**src/sv/tmp_pkg.sv**
```systemverilog
package tmp_pkg;

   localparam int PHASE_W = 3;

   typedef enum logic [PHASE_W-1:0] {
      PH_DONE   = 3'd0,
      PH_IDLE   = 3'd1,
      PH_LINEAR = 3'd2,
      PH_ACCEL  = 3'd3,
      PH_CRUISE = 3'd4,
      PH_DECEL  = 3'd5
   } phase_type;

endpackage

```
**src/sv/tmp_fifo.sv**
```systemverilog
module tmp_fifo
   import tmp_pkg::*;
#(
   parameter int WIDTH = 8,
   parameter int DEPTH = 2
) (
   input  logic             clock,
   input  logic             reset,
   input  logic             push,
   input  logic [WIDTH-1:0] wr_data,
   output logic             full,
   input  logic             pop,
   output logic [WIDTH-1:0] rd_data,
   output logic             empty
);

   // depth is a power of two so the pointers wrap on their own
   localparam int PTR_W = (DEPTH > 1) ? $clog2(DEPTH) : 1;
   localparam int CNT_W = $clog2(DEPTH + 1);

   logic [WIDTH-1:0] mem_ff [DEPTH];
   logic [PTR_W-1:0] wr_ptr_ff, wr_ptr_in;
   logic [PTR_W-1:0] rd_ptr_ff, rd_ptr_in;
   logic [CNT_W-1:0] count_ff, count_in;
   logic             do_push;
   logic             do_pop;

   assign full    = (count_ff == CNT_W'(DEPTH));
   assign empty   = (count_ff == '0);
   assign do_push = push && !full;
   assign do_pop  = pop && !empty;
   assign rd_data = mem_ff[rd_ptr_ff];

   always_comb begin
      wr_ptr_in = do_push ? wr_ptr_ff + PTR_W'(1) : wr_ptr_ff;
      rd_ptr_in = do_pop ? rd_ptr_ff + PTR_W'(1) : rd_ptr_ff;
      count_in  = count_ff;
      if (do_push && !do_pop) begin
         count_in = count_ff + CNT_W'(1);
      end else if (do_pop && !do_push) begin
         count_in = count_ff - CNT_W'(1);
      end
   end

   always_ff @(posedge clock) begin
      if (reset) begin
         wr_ptr_ff <= '0;
         rd_ptr_ff <= '0;
         count_ff  <= '0;
      end else begin
         wr_ptr_ff <= wr_ptr_in;
         rd_ptr_ff <= rd_ptr_in;
         count_ff  <= count_in;
      end
   end

   always_ff @(posedge clock) begin
      if (do_push) begin
         mem_ff[wr_ptr_ff] <= wr_data;
      end
   end

endmodule

```
**config.mk**
```make
export PLATFORM = sky130hd
export DESIGN_NAME = tmp_fifo
export DESIGN_NICKNAME = d
export VERILOG_FILES = /design/src/sv/tmp_pkg.sv /design/src/sv/tmp_fifo.sv
export SDC_FILE = /design/constraint.sdc
export NUM_CORES = 1
export LEC_CHECK = 0
export BUFFER_PORTS_ARGS = -buffer_cell sky130_fd_sc_hd__buf_2
export CAP_MARGIN = 25
export CORE_MARGIN = 2
export CORE_UTILIZATION = 52
export CTS_CLUSTER_DIAMETER = 120
export DETAILED_ROUTE_END_ITERATION = 10
export GPL_TIMING_DRIVEN = 0
export PLACE_DENSITY = 0.8
export SLEW_MARGIN = 15
export SYNTH_ARGS = -nofsm -noshare
export SYNTH_HDL_FRONTEND = slang
export SYNTH_SLANG_ARGS = --single-unit
```
**constraint.sdc**
```tcl
create_clock -name clock -period 3.2 [get_ports clock]
set_input_delay 0.16 -clock clock [delete_from_list [all_inputs] [get_ports clock]]
set_output_delay 0.16 -clock clock [all_outputs]
set_load 0.01 [all_outputs]
```
* Yosys cells after proc, flatten, opt, wreduce, memory -nomap -nowiden *
Memories as Yosys holds them, arrays and structs flattened. A register that Yosys moved wholly into a read port is not among the register bits.
Cells that the tools add are included.

cells by class
  $add $sub $neg = 4
  equality and inequality tests = 1
  multiplexer cells = 6
  reductions and logical operators = 10

operator list
  operator                                                            number
  1-bit logical AND                                                   4
  1-bit zero test                                                     4
  1-bit 2-to-1 mux                                                    4
  2-bit 2-to-1 mux                                                    2
  1-bit adder, second input constant                                  2
  2-bit by 1-bit adder with 2-bit output, second input constant       1
  2-bit equality test, second input constant                          1
  2-bit zero test                                                     1
  2-bit nonzero test                                                  1
  2-bit by 1-bit subtractor with 2-bit output, second input constant  1

storage, ports and cells
  register bits after elaboration = 4
  memory bits (writable) = 16
  input port bits = 12
  logic and storage cells = 25
  memories = 1

memory list
  name    words  bits a word  rd ports  clocked after memory_dff  write ports  RTL line        source
  mem_ff  2      8            1         1                         1            tmp_fifo.sv:21  logic [WIDTH-1:0] mem_ff [DEPTH];

* Depth between registers and ports, before layout *
Gate-level depths: netlist (run 1).

  depth in word-level cells = 7
  depth in mapped cells = 6
  gate-level depth less buffers = 6

* Worst setup path before layout (run 1) *
No wires, ideal clock.

  path kind = reg2reg
  start = register count_ff[1]
  end = register count_ff[1]
  arrival time = 1.442 ns
  data required time = 3.130 ns
  setup slack = 1.688 ns
  cell stages (with the launch flop) = 6
  path through = dfxtp_1 nor2b_2 nor2_1 ha_1 or3_1 a21oi_1

between the ends
  cells in the longest elaborated chain, start to end = 6
  elaborated cells between the ends (all ways) = 15

ends and longest elaborated chain
  element                              RTL line        source
  start, declared                      tmp_fifo.sv:24  logic [CNT_W-1:0] count_ff, count_in;
  start signal, assigned               tmp_fifo.sv:53  count_ff <= count_in;
  2-bit equality test *                tmp_fifo.sv:28  assign full = (count_ff == CNT_W'(DEPTH));
  net full                             tmp_fifo.sv:11  output logic full,
  1-bit zero test *                    tmp_fifo.sv:30  assign do_push = push && !full;
  1-bit logical AND *                  tmp_fifo.sv:30
  net do_push                          tmp_fifo.sv:25  logic do_push;
  1-bit zero test                      tmp_fifo.sv:40  end else if (do_pop && !do_push) begin
  1-bit logical AND                    tmp_fifo.sv:40
  2-bit nonzero test (no source line)  n/a

The timed path passes the listed nets; every way through them passes the cells marked *. The select of a mux whose other input is x is not followed.
A chain may end at the register's enable or synchronous reset.

* Worst setup path in the final report (run 1) *
  start = register count_ff[1]
  end = register count_ff[1]

between the ends
  cells in the longest elaborated chain, start to end = 6
  elaborated cells between the ends (all ways) = 15

ends and longest elaborated chain
  element                              RTL line
  2-bit equality test *                tmp_fifo.sv:28
  1-bit zero test *                    tmp_fifo.sv:30
  1-bit logical AND *                  tmp_fifo.sv:30
  net do_push                          tmp_fifo.sv:25
  1-bit zero test                      tmp_fifo.sv:40
  1-bit logical AND                    tmp_fifo.sv:40
  2-bit nonzero test (no source line)  n/a

Marks and branches as above.

==> flow_summary.json, run 1 <==
{
  "io_pins": 22,
  "slew_headroom": 0.748,
  "endpoint_kind": "register",
  "num_antenna_cells": 0,
  "met3_length_microns": 71,
  "path_class": "reg -> reg",
  "p_leak_nw": 0.383,
  "synth_seq_cells": 21,
  "syn_nets": 63,
  "first_iter_violations": 7,
  "coreArea_sq_um": 1470,
  "irDropWorstVdd_v": 0.000468,
  "postCtsSetupRepairBufs": 0,
  "routed_via_density": 5.15,
  "drc": 0,
  "yosys_warnings": 0,
  "grt_pass1_vias": 448,
  "slew_viol_final": 0,
  "start_util": 0.539,
  "drive_gt1_frac": 0.453,
  "synth_area_sq_um": 793,
  "critical_path_required_ps": 3430,
  "stdcell_count": 91,
  "utilization": 0.642,
  "htreeDepth": 1,
  "min_path_type": "in -> reg",
  "grt_use_total": 0.135,
  "grt_pass1_wl_mm": 1.82,
  "status": "finished clean",
  "finalCritPeriodShare": 0.491,
  "top_layer": "met4",
  "first_pass_iters": 2,
  "antenna_left": 0,
  "synthCells": 50,
  "ctsResizeCount": 0,
  "cp.arrival_ps": 1800,
  "die_x_microns": 43.1,
  "worstMarginPinSlew_ps": 379,
  "wl_met1_microns": 505,
  "hold_buffers": 0,
  "timing.critical_path.slowest_stage_cell": "dfxtp_1",
  "setup_viol": 0,
  "syn_area_per_cell_sq_um": 15.9,
  "finalHoldViolations": 0,
  "p_per_area_nw_per_um2": 760,
  "ys_seq_area_frac": 0.732,
  "dp_cells": 87,
  "finalNetCount": 89,
  "fill_cells": 119,
  "clk_path_buf_depth": 2,
  "crit_path_cell_trace": "nor2b_2 -> nor2_1 -> ha_1 -> or3_1 -> a21oi_1",
  "critPathMaxStageDelay_ps": 390,
  "worst-path-max-fanout": 5,
  "synth_area_leader_cell": "edfxtp_1",
  "cts.clk_slew.worst_paths_ps": 110,
  "cp_top_family": "simple AND/OR/NAND/NOR gates",
  "cts_tree": "built",
  "synth.distinct_cells": 13,
  "cts_buffers": 3,
  "num_rows": 14,
  "fmax_ghz": 0.636,
  "portBuffers": 21,
  "fin_crit_ps": 1570,
  "clock_latency_ps": 290,
  "overflow": 0,
  "tns_ps": 0,
  "gp_congestion": 0.606,
  "drv_cap": 0,
  "wire_per_inst_microns": 12.7,
  "antenna_found_initial": 0,
  "grt_start_max_net_pins": 12,
  "area_growth_pct": 19.1,
  "wl_met2_microns": 573,
  "final_common_cell": "buf_2",
  "rsz0062_at_grt": "no",
  "clock_skew_ps": 2.46,
  "synth.area.top_cells": "edfxtp_1 61%, dfxtp_1 13%, mux2_2 11%",
  "die_h_microns": 43.1,
  "cts_sinks": 21,
  "totalWireLength_mm": 1.16,
  "cp_num_buf_inv": 0,
  "die_area_sq_um": 1850,
  "cts_root_buf": "clkbuf_4",
  "final_cell_mix": "22 x buf_2, 16 x edfxtp_1, 8 x mux2_2",
  "startpoint_type": "register",
  "synth_top_area_share": 0.606,
  "place.detailed.hpwl_microns": 887,
  "num_vias": 469
}
-- per-stage QoR --
step           setup WS [ps]  total power (W)  hold slack [ps]  instance area (sq um)
2_1_floorplan           1690         0.000532              229                    793
3_3_place_gp            1670         0.000597              349                    918
3_5_place_dp            1640         0.000608              352                    918
4_1_cts                 1620         0.000724             47.3                    945
5_1_grt                 1450         0.000760             47.0                    945
6_report                1630         0.000718             49.8                    945
-- final cells by class --
| class | instances | area (sq um) | share of cell area |
|---|---|---|---|
| Buffer | 1 | 5.00 | 0.00530 |
| Multi-Input combinational cell | 26 | 200 | 0.212 |
| Clock buffer | 4 | 26.3 | 0.0278 |
| Tap cell | 16 | 20.0 | 0.0212 |
| Sequential cell | 21 | 581 | 0.615 |
| Inverter | 2 | 7.51 | 0.00795 |
| Timing Repair Buffer | 21 | 105 | 0.111 |
-- sequential cells by signal (all words and copies together) (netlist names), named ones only --
register and flops:
wr_ptr_ff 1, rd_ptr_ff 1, mem_ff 16, count_ff 2
-- synth_stat cells --
library cell / instances
ha_1: 1
xor2_1: 3
o21ai_0: 3
buf_2: 1
nor2_1: 5
or3_1: 2
and2_1: 1
edfxtp_1: 16
nor2b_2: 1
dfxtp_1: 5
inv_1: 2
a21oi_1: 2
mux2_2: 8
-- worst reg2reg max path, cell delays in order, from the launching register on --
cell	delay (ps)
dfxtp_1	390
nor2b_2	210
nor2_1	70
ha_1	330
or3_1	370
a21oi_1	130
-- power breakdown --
group / leakage (nW) / switching (W) / internal [W] / total [W]
combinational: 0.177 / 0.000117 / 0.000110 / 0.000227
sequential: 0.191 / 0.0000229 / 0.000348 / 0.000371
clock: 0.0150 / 0.0000717 / 0.0000484 / 0.000120
-- cell families after synthesis --
| kind of cell | share of synthesized area |
|---|---|
| adder cells (fa/ha/maj) | 0.0158 |
| XOR/XNOR | 0.0331 |
| buffers and inverters | 0.0158 |
| multiplexers | 0.114 |
| flip-flops | 0.732 |
| AND/OR/NAND/NOR | 0.0584 |
| AO/OA/AOI/OAI | 0.0315 |
-- metal layers --
layer | vias up | track usage
met5 | - | 0
met4 | 0 | 0.0545
met3 | 2 | 0.0340
met2 | 17 | 0.236
met1 | 218 | 0.158
li1 | 232 | -
-- final timing paths --
check        cells after the start        start           end  slack [ps]
max                              5  count_ff[1]   count_ff[1]        1630
max reg2reg                      5  count_ff[1]   count_ff[1]        1630
min reg2reg                      2    wr_ptr_ff     wr_ptr_ff         490
min                              1   wr_data[4]  mem_ff[0][4]          50
No activity file was read; power rests on OpenSTA's default activity.
==> run 2: changes to the inputs <==
--- a/config.mk
+++ b/config.mk
@@ -8,11 +8,11 @@
 export BUFFER_PORTS_ARGS = -buffer_cell sky130_fd_sc_hd__buf_2
 export CAP_MARGIN = 25
 export CORE_MARGIN = 2
-export CORE_UTILIZATION = 52
+export CORE_UTILIZATION = 44
 export CTS_CLUSTER_DIAMETER = 120
 export DETAILED_ROUTE_END_ITERATION = 10
 export GPL_TIMING_DRIVEN = 0
-export PLACE_DENSITY = 0.8
+export PLACE_DENSITY = 0.73
 export SLEW_MARGIN = 15
 export SYNTH_ARGS = -nofsm -noshare
 export SYNTH_HDL_FRONTEND = slang
==> constraint.sdc (replaced) <==
create_clock -name clock -period 1.4 [get_ports clock]
set_input_delay 0.07 -clock clock [delete_from_list [all_inputs] [get_ports clock]]
set_output_delay 0.07 -clock clock [all_outputs]
set_load 0.01 [all_outputs]
==> flow_summary.json, run 2 (synthesized netlist as in run 1, its figures left out) <==
{
  "drv_cap": 0,
  "top_register": "mem_ff",
  "num_rows": 15,
  "first_iter_violations": 5,
  "final_common_cell": "buf_2",
  "p_leak_nw": 0.430,
  "place.detailed.hpwl_microns": 856,
  "final_cell_mix": "21 x buf_2, 16 x edfxtp_1, 9 x dlygate4sd3_1",
  "min_path_type": "in -> reg",
  "routed_via_density": 4.44,
  "p_per_area_nw_per_um2": 1630,
  "irDropWorstVdd_v": 0.00103,
  "first_pass_iters": 4,
  "violations": "negative setup slack",
  "cts_tree": "built",
  "slew_viol_final": 0,
  "die_x_microns": 46.5,
  "cts_buffers": 3,
  "multiInputGateArea_sq_um": 233,
  "clock_latency_ps": 280,
  "cts_root_buf": "clkbuf_4",
  "startpoint_type": "register",
  "htreeDepth": 1,
  "cts.clk_slew.worst_paths_ps": 110,
  "totalWireLength_mm": 1.34,
  "clock_skew_ps": 2.45,
  "largest_register_ffs": 16,
  "finalHoldViolations": 0,
  "seqCellArea_sq_um": 586,
  "grt_pass1_vias": 467,
  "worstMarginPinSlew_ps": 364,
  "holdWs_ps": 180,
  "overflow": 0,
  "slew_headroom": 0.757,
  "grt_start_max_net_pins": 12,
  "num_antenna_cells": 0,
  "wire_per_inst_microns": 12.2,
  "portBuffers": 21,
  "antenna_found_initial": 0,
  "endpoint_kind": "register",
  "cts_sinks": 21,
  "drive_gt1_frac": 0.494,
  "fill_cells": 137,
  "setup_ws_ps": -13.8,
  "drc": 0,
  "start_util": 0.464,
  "fmax_ghz": 0.707,
  "reg.largest.list": "mem_ff (16), count_ff (2)",
  "final_area_sq_um": 1090,
  "gp_congestion": 0.642,
  "swShare": 0.300,
  "clockPowerShare": 0.153,
  "grt_use_total": 0.137,
  "num_vias": 488,
  "p_sw_w": 0.000533,
  "power_frac_comb": 0.362,
  "antenna_left": 0,
  "finalNetCount": 99,
  "coreArea_sq_um": 1710,
  "setup_viol": 1,
  "grt_pass1_wl_mm": 1.93,
  "rsz0062_at_grt": "yes",
  "intPower_w": 0.00125,
  "cp.arrival_ps": 1640,
  "p_seq_frac": 0.486,
  "area_growth_pct": 37.9,
  "fin_crit_ps": 1410,
  "dpl_cell_area_sq_um": 937,
  "clk_path_buf_depth": 2,
  "worst-path-max-fanout": 4,
  "critical_path_required_ps": 1630,
  "status": "finished with violations",
  "path_class": "reg -> reg",
  "finalCritPeriodShare": 1.01,
  "die_area_sq_um": 2160,
  "io_pins": 22,
  "die_h_microns": 46.5,
  "rrSetupSlack_ps": -10
}
[run 2: worst paths after layout]
check / start / endpoint / cells past startpoint
max: count_ff[1] / count_ff[1] / 6
min: pop / rd_ptr_ff / 4
max reg2reg: count_ff[1] / count_ff[1] / 6
min reg2reg: wr_ptr_ff / wr_ptr_ff / 2
[run 2: critical path, cell delays in order, from the launching register on]
cell,delay (ps)
dfxtp_2,360
nor2b_4,190
nor2_4,70
ha_4,150
xor2_1,140
or3_1,330
a21oi_2,120
[run 2: area by class of cell]
cell class              instances  share of cell area
plain buffers                   1             0.00686
clock buffers                   4              0.0240
inverters                       2             0.00686
multi-input cells              26               0.213
flip-flops and latches         21               0.535
well taps                      25              0.0286
repair buffers                 31               0.185
[run 2: metal layers]
layer  vias up  global-route usage  part of all wire  wire length (microns)
li1        249                   -                 -                      -
met1       223               0.132              0.38                    506
met2        14               0.258              0.55                    743
met3         2              0.0392             0.060                     80
met4         0              0.0686            0.0089                     12
met5         -                   0                 0                      0
[run 2: what timing repair did]
action                                  4_1_cts  5_1_grt
buffers inserted                              1        0
resized for setup                             5        4
hold buffers                                  9        0
endpoints found under the setup margin        9       17
hold endpoints to repair                     19        0
[run 2: power groups by stage]
stage / clock network (W) / registers (W) / logic [W]
2_1_floorplan: 0 / 0.000860 / 0.000378
3_3_place_gp: 0 / 0.000867 / 0.000526
3_5_place_dp: 0 / 0.000876 / 0.000541
4_1_cts: 0.000273 / 0.000864 / 0.000622
5_1_grt: 0.000299 / 0.000876 / 0.000707
6_report: 0.000271 / 0.000864 / 0.000643
[run 2: per-stage QoR]
| stage | utilization | total power, W | TNS, ps | setup WS [ps] | cells |
|---|---|---|---|---|---|
| after global routing | 0.640 | 0.00188 | -96.9 | -96.9 | 110 |
| final | 0.640 | 0.00178 | -13.8 | -13.8 | 110 |
| after global placement | 0.549 | 0.00139 | -8.57 | -8.57 | 96 |
| after detailed placement | 0.549 | 0.00142 | -32.9 | -32.9 | 96 |
| after CTS | 0.634 | 0.00176 | -6.51 | -6.51 | 110 |
| after floorplan | - | 0.00124 | 0 | 7.68 | 50 |
